**src/sv/sqw_pkg.sv**
```systemverilog
`default_nettype none

package sqw_pkg;

  localparam logic [2:0] FuncRead      = 3'd0;
  localparam logic [2:0] FuncWrite     = 3'd1;
  localparam logic [2:0] FuncCycleTick = 3'd2;
  localparam logic [2:0] FuncLenTick   = 3'd3;
  localparam logic [2:0] FuncEnvTick   = 3'd4;
  localparam logic [2:0] FuncSweepTick = 3'd5;

  localparam logic [15:0] AddrSweep = 16'hff10;
  localparam logic [15:0] AddrLen1  = 16'hff11;
  localparam logic [15:0] AddrEnv1  = 16'hff12;
  localparam logic [15:0] AddrPlo1  = 16'hff13;
  localparam logic [15:0] AddrPhi1  = 16'hff14;
  localparam logic [15:0] AddrLen2  = 16'hff16;
  localparam logic [15:0] AddrEnv2  = 16'hff17;
  localparam logic [15:0] AddrPlo2  = 16'hff18;
  localparam logic [15:0] AddrPhi2  = 16'hff19;

  localparam logic [7:0] ReadUnmapped = 8'hff;
  localparam logic [6:0] LenFull      = 7'd64;
  localparam logic [3:0] VolMax       = 4'd15;
  localparam logic [3:0] PaceDefault  = 4'd8;
  localparam logic [4:0] EnvDefault   = 5'd8;

  // 12.5 / 25 / 50 / 75 percent, step 0 in bit 7
  localparam logic [7:0] DutyTable [4] = '{8'h80, 8'h81, 8'he1, 8'h7e};

  typedef struct packed {
    logic [2:0]  func;
    logic [15:0] address;
    logic [7:0]  write_data;
    logic [9:0]  cycle_count;
  } sqw_in_t;

  typedef struct packed {
    logic [7:0] read_data;
    logic [3:0] sample;
    logic       channel_on;
  } sqw_out_t;

endpackage

`default_nettype wire

```
**src/sv/sqw_chan.sv**
```systemverilog
`default_nettype none

module sqw_chan (
  input  wire logic             clk_i,
  input  wire logic             rst_ni,
  input  wire logic             en_i,
  input  wire sqw_pkg::sqw_in_t item_i,
  output sqw_pkg::sqw_out_t     res_o
);

  logic [7:0]  sweep_q, sweep_d, lendut_q, lendut_d, env_q, env_d;
  logic [7:0]  plo_q, plo_d, phi_q, phi_d;
  logic [15:0] timer_q, timer_d;
  logic [2:0]  duty_q, duty_d;
  logic [6:0]  len_q, len_d;
  logic [4:0]  envcnt_q, envcnt_d;
  logic [3:0]  vol_q, vol_d;
  logic        envact_q, envact_d;
  logic [3:0]  swcnt_q, swcnt_d;
  logic        swact_q, swact_d;
  logic [10:0] shadow_q, shadow_d;
  logic        en_q, en_d;
  logic [3:0]  level_q, level_d;
  logic [7:0]  rdata;

  logic [10:0] per_new;
  logic [15:0] tsub;
  logic        wrap;
  logic [4:0]  envm1;
  logic [3:0]  vol_new;
  logic [2:0]  pace;
  logic [11:0] v0, v1, v2;

  function automatic logic [15:0] reload(input logic [10:0] per);
    logic [11:0] span;
    span = 12'h800 - {1'b0, per};
    return {2'b00, span, 2'b00};
  endfunction

  // bit 11 set means the target passed 2047
  function automatic logic [11:0] sweep_calc(input logic [10:0] sh, input logic [7:0] sw);
    logic [10:0] part;
    part = sh >> sw[2:0];
    return sw[3] ? ({1'b0, sh} - {1'b0, part}) : ({1'b0, sh} + {1'b0, part});
  endfunction

  always_comb begin
    sweep_d  = sweep_q;
    lendut_d = lendut_q;
    env_d    = env_q;
    plo_d    = plo_q;
    phi_d    = phi_q;
    timer_d  = timer_q;
    duty_d   = duty_q;
    len_d    = len_q;
    envcnt_d = envcnt_q;
    vol_d    = vol_q;
    envact_d = envact_q;
    swcnt_d  = swcnt_q;
    swact_d  = swact_q;
    shadow_d = shadow_q;
    en_d     = en_q;
    level_d  = level_q;
    rdata    = 8'h00;

    per_new = {item_i.write_data[2:0], plo_q};
    tsub    = timer_q - {6'b0, item_i.cycle_count};
    wrap    = (tsub == 16'h0000) || tsub[15];
    envm1   = envcnt_q - 5'd1;
    vol_new = vol_q;
    pace    = sweep_q[6:4];
    v0      = sweep_calc(per_new, sweep_q);
    v1      = sweep_calc(shadow_q, sweep_q);
    v2      = sweep_calc(v1[10:0], sweep_q);

    case (item_i.func)
      sqw_pkg::FuncRead: begin
        case (item_i.address)
          sqw_pkg::AddrSweep:                    rdata = sweep_q;
          sqw_pkg::AddrLen1, sqw_pkg::AddrLen2:  rdata = lendut_q;
          sqw_pkg::AddrEnv1, sqw_pkg::AddrEnv2:  rdata = env_q;
          sqw_pkg::AddrPlo1, sqw_pkg::AddrPlo2:  rdata = plo_q;
          sqw_pkg::AddrPhi1, sqw_pkg::AddrPhi2:  rdata = phi_q;
          default:                               rdata = sqw_pkg::ReadUnmapped;
        endcase
      end
      sqw_pkg::FuncWrite: begin
        case (item_i.address)
          sqw_pkg::AddrSweep:                    sweep_d  = item_i.write_data;
          sqw_pkg::AddrLen1, sqw_pkg::AddrLen2:  lendut_d = item_i.write_data;
          sqw_pkg::AddrEnv1, sqw_pkg::AddrEnv2:  env_d    = item_i.write_data;
          sqw_pkg::AddrPlo1, sqw_pkg::AddrPlo2:  plo_d    = item_i.write_data;
          sqw_pkg::AddrPhi1, sqw_pkg::AddrPhi2: begin
            phi_d = item_i.write_data;
            if (item_i.write_data[7]) begin
              en_d     = 1'b1;
              len_d    = (len_q == 7'd0) ? sqw_pkg::LenFull : len_q;
              timer_d  = reload(per_new);
              envact_d = 1'b1;
              envcnt_d = {2'b00, env_q[2:0]};
              vol_d    = env_q[7:4];
              shadow_d = per_new;
              swcnt_d  = (pace != 3'd0) ? {1'b0, pace} : sqw_pkg::PaceDefault;
              swact_d  = 1'b1;
              if (sweep_q[2:0] != 3'd0 && v0[11]) begin
                en_d = 1'b0;
              end
            end
          end
          default: ;
        endcase
      end
      sqw_pkg::FuncCycleTick: begin
        timer_d = wrap ? (reload({phi_q[2:0], plo_q}) + tsub) : tsub;
        duty_d  = wrap ? (duty_q + 3'd1) : duty_q;
        level_d = (en_q && env_q[7:3] != 5'd0) ? vol_q : 4'd0;
        if (!sqw_pkg::DutyTable[lendut_q[7:6]][3'd7 - duty_d]) begin
          level_d = 4'd0;
        end
      end
      sqw_pkg::FuncLenTick: begin
        if (len_q != 7'd0 && phi_q[6]) begin
          len_d = len_q - 7'd1;
          if (len_q == 7'd1) begin
            en_d = 1'b0;
          end
        end
      end
      sqw_pkg::FuncEnvTick: begin
        envcnt_d = envm1;
        if (envm1[4] || envm1 == 5'd0) begin
          envcnt_d = (env_q[2:0] != 3'd0) ? {2'b00, env_q[2:0]} : sqw_pkg::EnvDefault;
          if (env_q[2:0] != 3'd0 && envact_q) begin
            if (env_q[3] && vol_q != sqw_pkg::VolMax) begin
              vol_new = vol_q + 4'd1;
            end else if (!env_q[3] && vol_q != 4'd0) begin
              vol_new = vol_q - 4'd1;
            end
          end
          vol_d = vol_new;
          if (vol_new == 4'd0 || vol_new == sqw_pkg::VolMax) begin
            envact_d = 1'b0;
          end
        end
      end
      sqw_pkg::FuncSweepTick: begin
        if (swcnt_q <= 4'd1) begin
          swcnt_d = (pace != 3'd0) ? {1'b0, pace} : sqw_pkg::PaceDefault;
          if (swact_q && pace != 3'd0) begin
            if (v1[11]) begin
              en_d = 1'b0;
            end else if (sweep_q[2:0] != 3'd0) begin
              shadow_d = v1[10:0];
              plo_d    = v1[7:0];
              phi_d    = {phi_q[7:3], v1[10:8]};
              if (v2[11]) begin
                en_d = 1'b0;
              end
            end
          end
        end else begin
          swcnt_d = swcnt_q - 4'd1;
        end
      end
      default: ;
    endcase
  end

  always_ff @(posedge clk_i or negedge rst_ni) begin
    if (!rst_ni) begin
      sweep_q  <= '0;
      lendut_q <= '0;
      env_q    <= '0;
      plo_q    <= '0;
      phi_q    <= '0;
      timer_q  <= '0;
      duty_q   <= '0;
      len_q    <= '0;
      envcnt_q <= '0;
      vol_q    <= '0;
      envact_q <= 1'b0;
      swcnt_q  <= '0;
      swact_q  <= 1'b0;
      shadow_q <= '0;
      en_q     <= 1'b0;
      level_q  <= '0;
    end else if (en_i) begin
      sweep_q  <= sweep_d;
      lendut_q <= lendut_d;
      env_q    <= env_d;
      plo_q    <= plo_d;
      phi_q    <= phi_d;
      timer_q  <= timer_d;
      duty_q   <= duty_d;
      len_q    <= len_d;
      envcnt_q <= envcnt_d;
      vol_q    <= vol_d;
      envact_q <= envact_d;
      swcnt_q  <= swcnt_d;
      swact_q  <= swact_d;
      shadow_q <= shadow_d;
      en_q     <= en_d;
      level_q  <= level_d;
    end
  end

  assign res_o.read_data  = rdata;
  assign res_o.sample     = level_d;
  assign res_o.channel_on = en_d;

`ifndef SYNTHESIS
  a_len_range: assert property (@(posedge clk_i) disable iff (!rst_ni)
    len_q <= sqw_pkg::LenFull)
    else $error("length counter above 64");

  a_env_range: assert property (@(posedge clk_i) disable iff (!rst_ni)
    envcnt_q == 5'h1f || envcnt_q <= sqw_pkg::EnvDefault)
    else $error("envelope counter out of range");

  a_sweep_range: assert property (@(posedge clk_i) disable iff (!rst_ni)
    swcnt_q <= sqw_pkg::PaceDefault)
    else $error("sweep counter above 8");

  a_hold: assert property (@(posedge clk_i) disable iff (!rst_ni)
    !en_i |=> $stable(en_q) && $stable(level_q) && $stable(timer_q))
    else $error("channel state moved without a word");
`endif

endmodule

`default_nettype wire

```
**src/sv/square_wave_sound_channel.sv**
```systemverilog
`default_nettype none

// channel | valid      | ready       | payload
// in      | in_valid_i | in_ready_o  | in_word_i  (sqw_pkg::sqw_in_t)
// out     | out_valid_o| out_ready_i | out_word_o (sqw_pkg::sqw_out_t)
//
// One word per clock sustained while out_ready_i is high; the result is valid
// after the input register, then channel state update and result register.
// Reset clears all channel registers and both stage valids.
// A stalled result holds the result register; the input register still takes
// one more word, then in_ready_o drops until the result is taken.

module square_wave_sound_channel (
  input  wire logic             clk_i,
  input  wire logic             rst_ni,
  input  wire logic             in_valid_i,
  output logic                  in_ready_o,
  input  wire sqw_pkg::sqw_in_t in_word_i,
  output logic                  out_valid_o,
  input  wire logic             out_ready_i,
  output sqw_pkg::sqw_out_t     out_word_o
);

  sqw_pkg::sqw_in_t  in_q;
  logic              in_vq;
  logic              adv;
  sqw_pkg::sqw_out_t res;
  sqw_pkg::sqw_out_t out_q;
  logic              out_vq;

  assign adv        = in_vq && (!out_vq || out_ready_i);
  assign in_ready_o = !in_vq || adv;

  always_ff @(posedge clk_i or negedge rst_ni) begin
    if (!rst_ni) begin
      in_vq <= 1'b0;
    end else if (in_ready_o) begin
      in_vq <= in_valid_i;
    end
  end

  always_ff @(posedge clk_i) begin
    if (in_ready_o && in_valid_i) begin
      in_q <= in_word_i;
    end
  end

  sqw_chan u_chan (
    .clk_i  (clk_i),
    .rst_ni (rst_ni),
    .en_i   (adv),
    .item_i (in_q),
    .res_o  (res)
  );

  always_ff @(posedge clk_i or negedge rst_ni) begin
    if (!rst_ni) begin
      out_vq <= 1'b0;
    end else if (adv) begin
      out_vq <= 1'b1;
    end else if (out_ready_i) begin
      out_vq <= 1'b0;
    end
  end

  always_ff @(posedge clk_i) begin
    if (adv) begin
      out_q <= res;
    end
  end

  assign out_valid_o = out_vq;
  assign out_word_o  = out_q;

`ifndef SYNTHESIS
  a_full_stall: assert property (@(posedge clk_i) disable iff (!rst_ni)
    (in_vq && out_vq && !out_ready_i) |-> !in_ready_o)
    else $error("input taken while both stages stalled");

  a_adv_out: assert property (@(posedge clk_i) disable iff (!rst_ni)
    adv |=> out_valid_o)
    else $error("processed word produced no result");

  a_rose_src: assert property (@(posedge clk_i) disable iff (!rst_ni)
    $rose(out_valid_o) |-> $past(in_vq))
    else $error("result appeared without an input word");
`endif

endmodule

`default_nettype wire
```
**config.mk**
```make
export PLATFORM = sky130hd
export DESIGN_NAME = square_wave_sound_channel
export DESIGN_NICKNAME = d
export VERILOG_FILES = /design/src/sv/sqw_pkg.sv /design/src/sv/sqw_chan.sv /design/src/sv/square_wave_sound_channel.sv
export SDC_FILE = /design/constraint.sdc
export NUM_CORES = 1
export LEC_CHECK = 0
export BUFFER_PORTS_ARGS = -buffer_cell sky130_fd_sc_hd__buf_2
export CORE_MARGIN = 3
export CORE_UTILIZATION = 36
export DETAILED_ROUTE_END_ITERATION = 10
export PLACE_DENSITY_LB_ADDON = 0.3
export SETUP_SLACK_MARGIN = 0.15
export SYNTH_ARGS = -nofsm -noshare
export SYNTH_HDL_FRONTEND = slang
export SYNTH_SLANG_ARGS = --single-unit
```
**constraint.sdc**
```tcl
create_clock -name clk_i -period 14.11 [get_ports clk_i]
set_input_delay 1.411 -clock clk_i [delete_from_list [all_inputs] [get_ports clk_i]]
set_output_delay 1.411 -clock clk_i [all_outputs]
set_load 0.03 [all_outputs]
```
; ---- After elaboration in Yosys (flattened, before gate mapping)
; Index checks and enable logic that the tools add are counted.
[word_totals]
ff_bits = 149
input_bits = 41
out_inout_bits = 15
wordCells = 209
[classes]
n_addsub = 17
order_cmp = 3
eq_ne = 28
shifts = 3
n_mux = 78
bitwise_logic = 2
reduce_logical = 52
[op_table]
columns = operator, n
row1 = 16-bit equality test (second input constant), 9
row2 = 8-bit 2-to-1 mux, 11
row3 = 11-bit 2-to-1 mux, 6
row4 = 4-bit 2-to-1 mux, 16
row5 = 16-bit 2-to-1 mux, 3
row6 = 8-bit one-hot mux with 5 select lines, 1
row7 = 11-bit by 11-bit adder with 12-bit output, 3
row8 = 12-bit 2-to-1 mux, 3
row9 = 11-bit by 11-bit subtractor with 12-bit output, 3
row10 = 11-bit by 3-bit right shift with 11-bit output, 3
row11 = 16-bit one-hot mux with 2 select lines, 1
row12 = 8-bit one-hot mux with 2 select lines, 2
row13 = 7-bit 2-to-1 mux, 4
row14 = 12-bit by 11-bit subtractor with 12-bit output (first input constant), 2
row15 = 11-bit one-hot mux with 2 select lines, 1
row16 = 4-bit AND reduction, 5
row17 = 1-bit 2-to-1 mux, 17
row18 = 14-bit by 16-bit adder with 16-bit output, 1
row19 = 8-bit binary-select mux with 2-bit select, 1
row20 = 16-bit zero test, 1
row21 = 2-bit by 1-bit inequality test with 1-bit output (second input constant), 8
row22 = 4-bit one-hot mux with 2 select lines, 2
row23 = 16-bit by 10-bit subtractor with 16-bit output, 1
row24 = 5-bit 2-to-1 mux, 3
row25 = 43 further kinds, 76

; ---- Depth between registers and ports, before layout
[logic_depth]
ltp_word = 12
ltp_mapped = 35
depth_no_buf = 32

; ---- By module
; Synthesis repeated with hierarchy kept, for this count alone.
[hier_totals]
cells_unflattened = 1288
hier_area_um2 = 11370.9
[modules_own_cells]
columns = module, n_inst, cells_each, area_each_um2, seq_area_each_um2
row1 = sqw_chan, 1, 1230, 9765.6, 2427.3
row2 = square_wave_sound_channel, 1, 58, 1605.3, 1551.5

; ---- Worst setup path before layout
; Ideal clock, no wire load.
[synth_path]
path_kind = register -> register
startpoint = register u_chan.sweep_q[0]
endpoint = register out_q, in the netlist out_word_o[0] (data pin)
setup_time_ns = 0.274
arrival_ns = 5.884
t_required_ns = 13.836
path_slack_ns = 7.952
path_stages_with_launch = 35
path_buffers = 3
period_less_slack_ns = 6.158
path_cell_list = dfrtp_1 -> buf_4 -> buf_2 -> mux2i_1 -> nand2_1 -> o21ai_1 -> a21oi_1 -> nor2_2 -> a41o_1 -> o21a_1 -> xnor2_1 -> ha_1 -> buf_6 -> or4_4 -> o32ai_4 -> or2_4 -> mux2i_1 -> a221o_1 -> inv_1 -> ha_1 -> inv_1 -> nor3b_2 -> nor2_1 -> xnor2_1 -> ha_1 -> a21o_1 -> a21o_1 -> a21oi_1 -> nand2_1 -> a21oi_1 -> a31o_2 -> maj3_1 -> a31o_1 -> nor3_1 -> o211ai_1
[synth_rtl]
columns = element, line
row1 = start: declaration, sqw_chan.sv:11  ; logic [7:0] sweep_q, sweep_d, lendut_q, lendut_d, env_q, env_d;
row2 = start signal: assignment, sqw_chan.sv:188  ; sweep_q <= sweep_d;
row3 = end signal: assignment, square_wave_sound_channel.sv:68  ; out_q <= res;
row4 = end: declaration, square_wave_sound_channel.sv:28  ; sqw_pkg::sqw_out_t out_q;

==> results list <==
- For this configuration, the core starts out at a cell density of 0.368.
- In this run, post-CTS hold repair placed 0 buffers.
- Start-to-end type of the worst setup path: reg -> reg
- Final instance area: 12,500 um2
- For the worst-skew pair, the clock arrives at the later sink with an insertion delay of 440 ps.
* Die footprint: 33,800 um2
- For this run, design rule violations remaining after detail routing come to 0.
- In this run the critical register-to-register path is launched from u_chan.sweep_q[0].
- The number of global-route vias before repair was 9,216.
- Of all nets on the critical path, the largest fanout is 26.
* Outcome: finished, final reports clean
- Maximum number of buffers from clock root to sink: 2
* Number of clock buffers inserted by TritonCTS: 17
* Core Footprint: 30,900 um2
- The count of buffers added on input and output ports is 55.
- Routed length per placed instance: 18.4 um
* Count of non-filler cells in the finished layout: 1,700
- The die is 184 um wide.
- Relative area change from synthesis to final layout: 10.1%
- Fraction of the yosys area taken by sequential cells: 0.350
* Synth warn: 0
- Once placement completed, the tool counted placed cells totaling 1,668.
- Measured in cells, the most critical reg-to-reg path has a length of 31.
* Highest clock rate: 138 MHz
- Detailed placement finished with a half-perimeter wire length of 23,300 um.
- The first detailed-routing pass took 6 iterations.
- The synthesized netlist contains 97 unique library cells.
- Via-to-Cell Ratio: 5.70
- Vias: 9,688
- For this run, the leading register cell type out of synthesis is dfrtp_1.
* Setup repair after global routing missed its margin: no
- GRT Util Overall: 0.187
* Power per cell area: 248 nW/um2
- Filler cell count: 3,060
- At the placement stage, the worst setup path has a slack of 6930 ps.
- Data on the critical path arrives at its endpoint at 7410 ps.
- DRC violation total after the first TritonRoute iteration: 865
* Total grt overflow: 0
- When the netlist entered floorplanning its net count stood at 1,379.
* Launch point of the worst hold path: u_chan.swact_q
- The number of antenna violations at the first check in global routing came to 2.
- Placed Instance Area: 12,000 um2
* Final Net Count: 1,400
- Mapped Area: 11,400 um2
- A synthesized cell averages 8.96 um2.
* Top Family by Delay on Critical Path: compound AO/OA/AOI/OAI gates
- Diodes inserted: 0
* Worst hold path stage count: 1
- The worst hold path terminates at u_chan.swact_q.
- Number of levels in the clock H-tree: 4
- In this run the worst hold path is classified as reg -> reg.
- Of the cells placed in the final design, the portion with a size suffix greater than 1 is 0.143.
- The number of setup buffers added after CTS is 0.
- Setup violations remaining at the end of the flow were counted as 0.
- In the layout the commonest cells are nand2_1, nor2_1, dfrtp_1.
* Gate count of the mapped netlist: 1,270
- Register bit total from synthesis: 149
- STA classifies the critical path endpoint as a register.
- Worst-path clk slew: 60 ps
* Final worst-path cycle share: 0.514
* Worst clock skew on the final layout: 11.9 ps
- Setup total negative slack: 0 ps
- In this run the critical register-to-register path is captured at out_word_o[0].
- The count of nets left with antenna violations once routing finished came out at 0.
- Top Ports: 56
- On the final layout, the worst hold slack is 469 ps.
- Across the run, the number of max-cap violations was 0.
* Clock root cell: clkbuf_16
- The number of max-slew violations in the final report was 0.
- Entering global routing, the biggest net connects 59 pins.
* Smallest setup slack after layout: 6860 ps
* Weighted congestion at the end of routability-driven global placement: 0.901
- At the worst endpoint, the required time is 14,280 ps.
- For this design the static power due to leakage is 5.28 nW.
- Headroom to the max-slew limit came out at 0.276.
- In this run the core area contains 64 standard-cell rows.
- For this run, the slowest stage of the critical path takes 640 ps.
- Slowest-stage cell, CP: dfrtp_2
- The tree built by TritonCTS fans out to 149 sinks.
- CTS resizes: 0
* TritonCTS clock tree: done
- Together, buffers and inverters on the worst path number 3.
- The library cell used most frequently in the layout, excluding fill and tap cells, is nand2_1.
- The worst register-to-register path has a setup slack of 6860 ps.
- Largest vdd supply drop: 0.121 mV
- Share of flip-flops with an asynchronous set or reset after synthesis: 0.664
- Total wire length: 31,300 um
- The worst setup path is launched from a register.
- The number of hold-slack violations in the final timing report came to 0.
* Number of flops mapped to enable cells by yosys: 50
* Die span in y: 184 um
* Transition time at the pin with the least slew margin: 1090 ps
- Subtracting the final worst setup slack from the clock period gives 7250 ps.
- The first global-routing pass estimated 50,000 um of wire.
## cell type report
type                            count  area [um2]  area share
Multi-Input combinational cell   1004        6940       0.553
Sequential cell                   149        3980       0.317
Timing Repair Buffer               67         368      0.0293
Clock buffer                       22         469      0.0374
Tap cell                          396         495      0.0395
Inverter                           52         195      0.0156
Clock inverter                     10        93.8     0.00749
## cells in the mapped netlist, types with 8 or more instances
master / instances / area share
a211oi_1: 10 / 0.0066
nor2b_1: 23 / 0.013
mux2i_1: 25 / 0.022
nor3_1: 33 / 0.015
o21a_1: 10 / 0.0066
o21ai_0: 67 / 0.029
inv_1: 48 / 0.016
a21oi_1: 83 / 0.036
nand2b_1: 18 / 0.0099
nor2_1: 131 / 0.043
and2_1: 16 / 0.0088
clkbuf_1: 44 / 0.015
a31oi_1: 20 / 0.011
nand2_1: 140 / 0.046
or3_1: 9 / 0.0049
a21o_1: 12 / 0.0079
a222oi_1: 8 / 0.0070
nand4_1: 11 / 0.0060
o211ai_1: 8 / 0.0053
o21ai_1: 10 / 0.0044
o221ai_1: 8 / 0.0062
dfrtp_1: 99 / 0.22
xnor2_1: 37 / 0.028
ha_1: 65 / 0.071
nand3_1: 13 / 0.0057
a221oi_1: 9 / 0.0069
edfxtp_1: 50 / 0.13
xor2_1: 37 / 0.028
nor4_1: 14 / 0.0077
mux2_2: 44 / 0.044
buf_2: 9 / 0.0040
## layer usage
metal,vias to the layer above,part of all wire,wire (um),global-route usage
li1,4688,-,-,-
met3,45,0.065,2050,0.0332
met1,4648,0.47,14700,0.264
met2,305,0.45,14000,0.294
met5,-,0.00042,13,0
met4,2,0.020,617,0.0535
## power breakdown
part / internal [mW] / switching [mW] / total [mW]
clock: 0.256 / 0.191 / 0.447
combinational: 0.842 / 1.19 / 2.03
sequential: 0.515 / 0.111 / 0.626
total: 1.61 / 1.49 / 3.11
## sequential cells by signal (all words and copies together) (netlist names), 3 cells and up
signal,cells
in_q,37
out_word_o,13
u_chan.duty_q,3
u_chan.env_q,8
u_chan.envcnt_q,5
u_chan.len_q,7
u_chan.lendut_q,8
u_chan.level_q,4
u_chan.phi_q,8
u_chan.plo_q,8
u_chan.shadow_q,11
u_chan.swcnt_q,4
u_chan.sweep_q,8
u_chan.timer_q,16
u_chan.vol_q,4
## metrics by stage
| stage | power, mW | utilization |
|---|---|---|
| 3_3_place_gp | 2.60 | 0.387 |
| 5_1_grt | 3.38 | 0.406 |
| 4_1_cts | 3.10 | 0.406 |
| 6_report | 3.11 | 0.406 |
| 3_5_place_dp | 2.63 | 0.387 |
| 2_1_floorplan | 2.20 | - |
## worst max path at each step
stage / start / to / slack, ps / depth (start not counted)
2_1_floorplan: u_chan.sweep_q[0] / out_word_o[0] / 7950 / 34
3_3_place_gp: u_chan.sweep_q[0] / out_word_o[0] / 7090 / 31
3_5_place_dp: u_chan.sweep_q[0] / out_word_o[0] / 6930 / 31
4_1_cts: u_chan.sweep_q[0] / out_word_o[0] / 6900 / 31
5_1_grt: u_chan.sweep_q[0] / out_word_o[0] / 6360 / 31
6_report: u_chan.sweep_q[0] / out_word_o[0] / 6860 / 31
## cells by family (layout without fill, tap and decap cells)
logic type	count (synthesis)	count (layout)	synth area share
AOI/OAI and AO/OA	330	330	0.201
xor gates and xnor gates	74	74	0.0569
adders and majority gates	69	69	0.0776
buffers and inverters	117	151	0.0419
DFF	149	149	0.350
muxes	80	80	0.0803
and+or+nand+nor	451	451	0.192
Note: power is estimated with default switching activity, not from simulation.
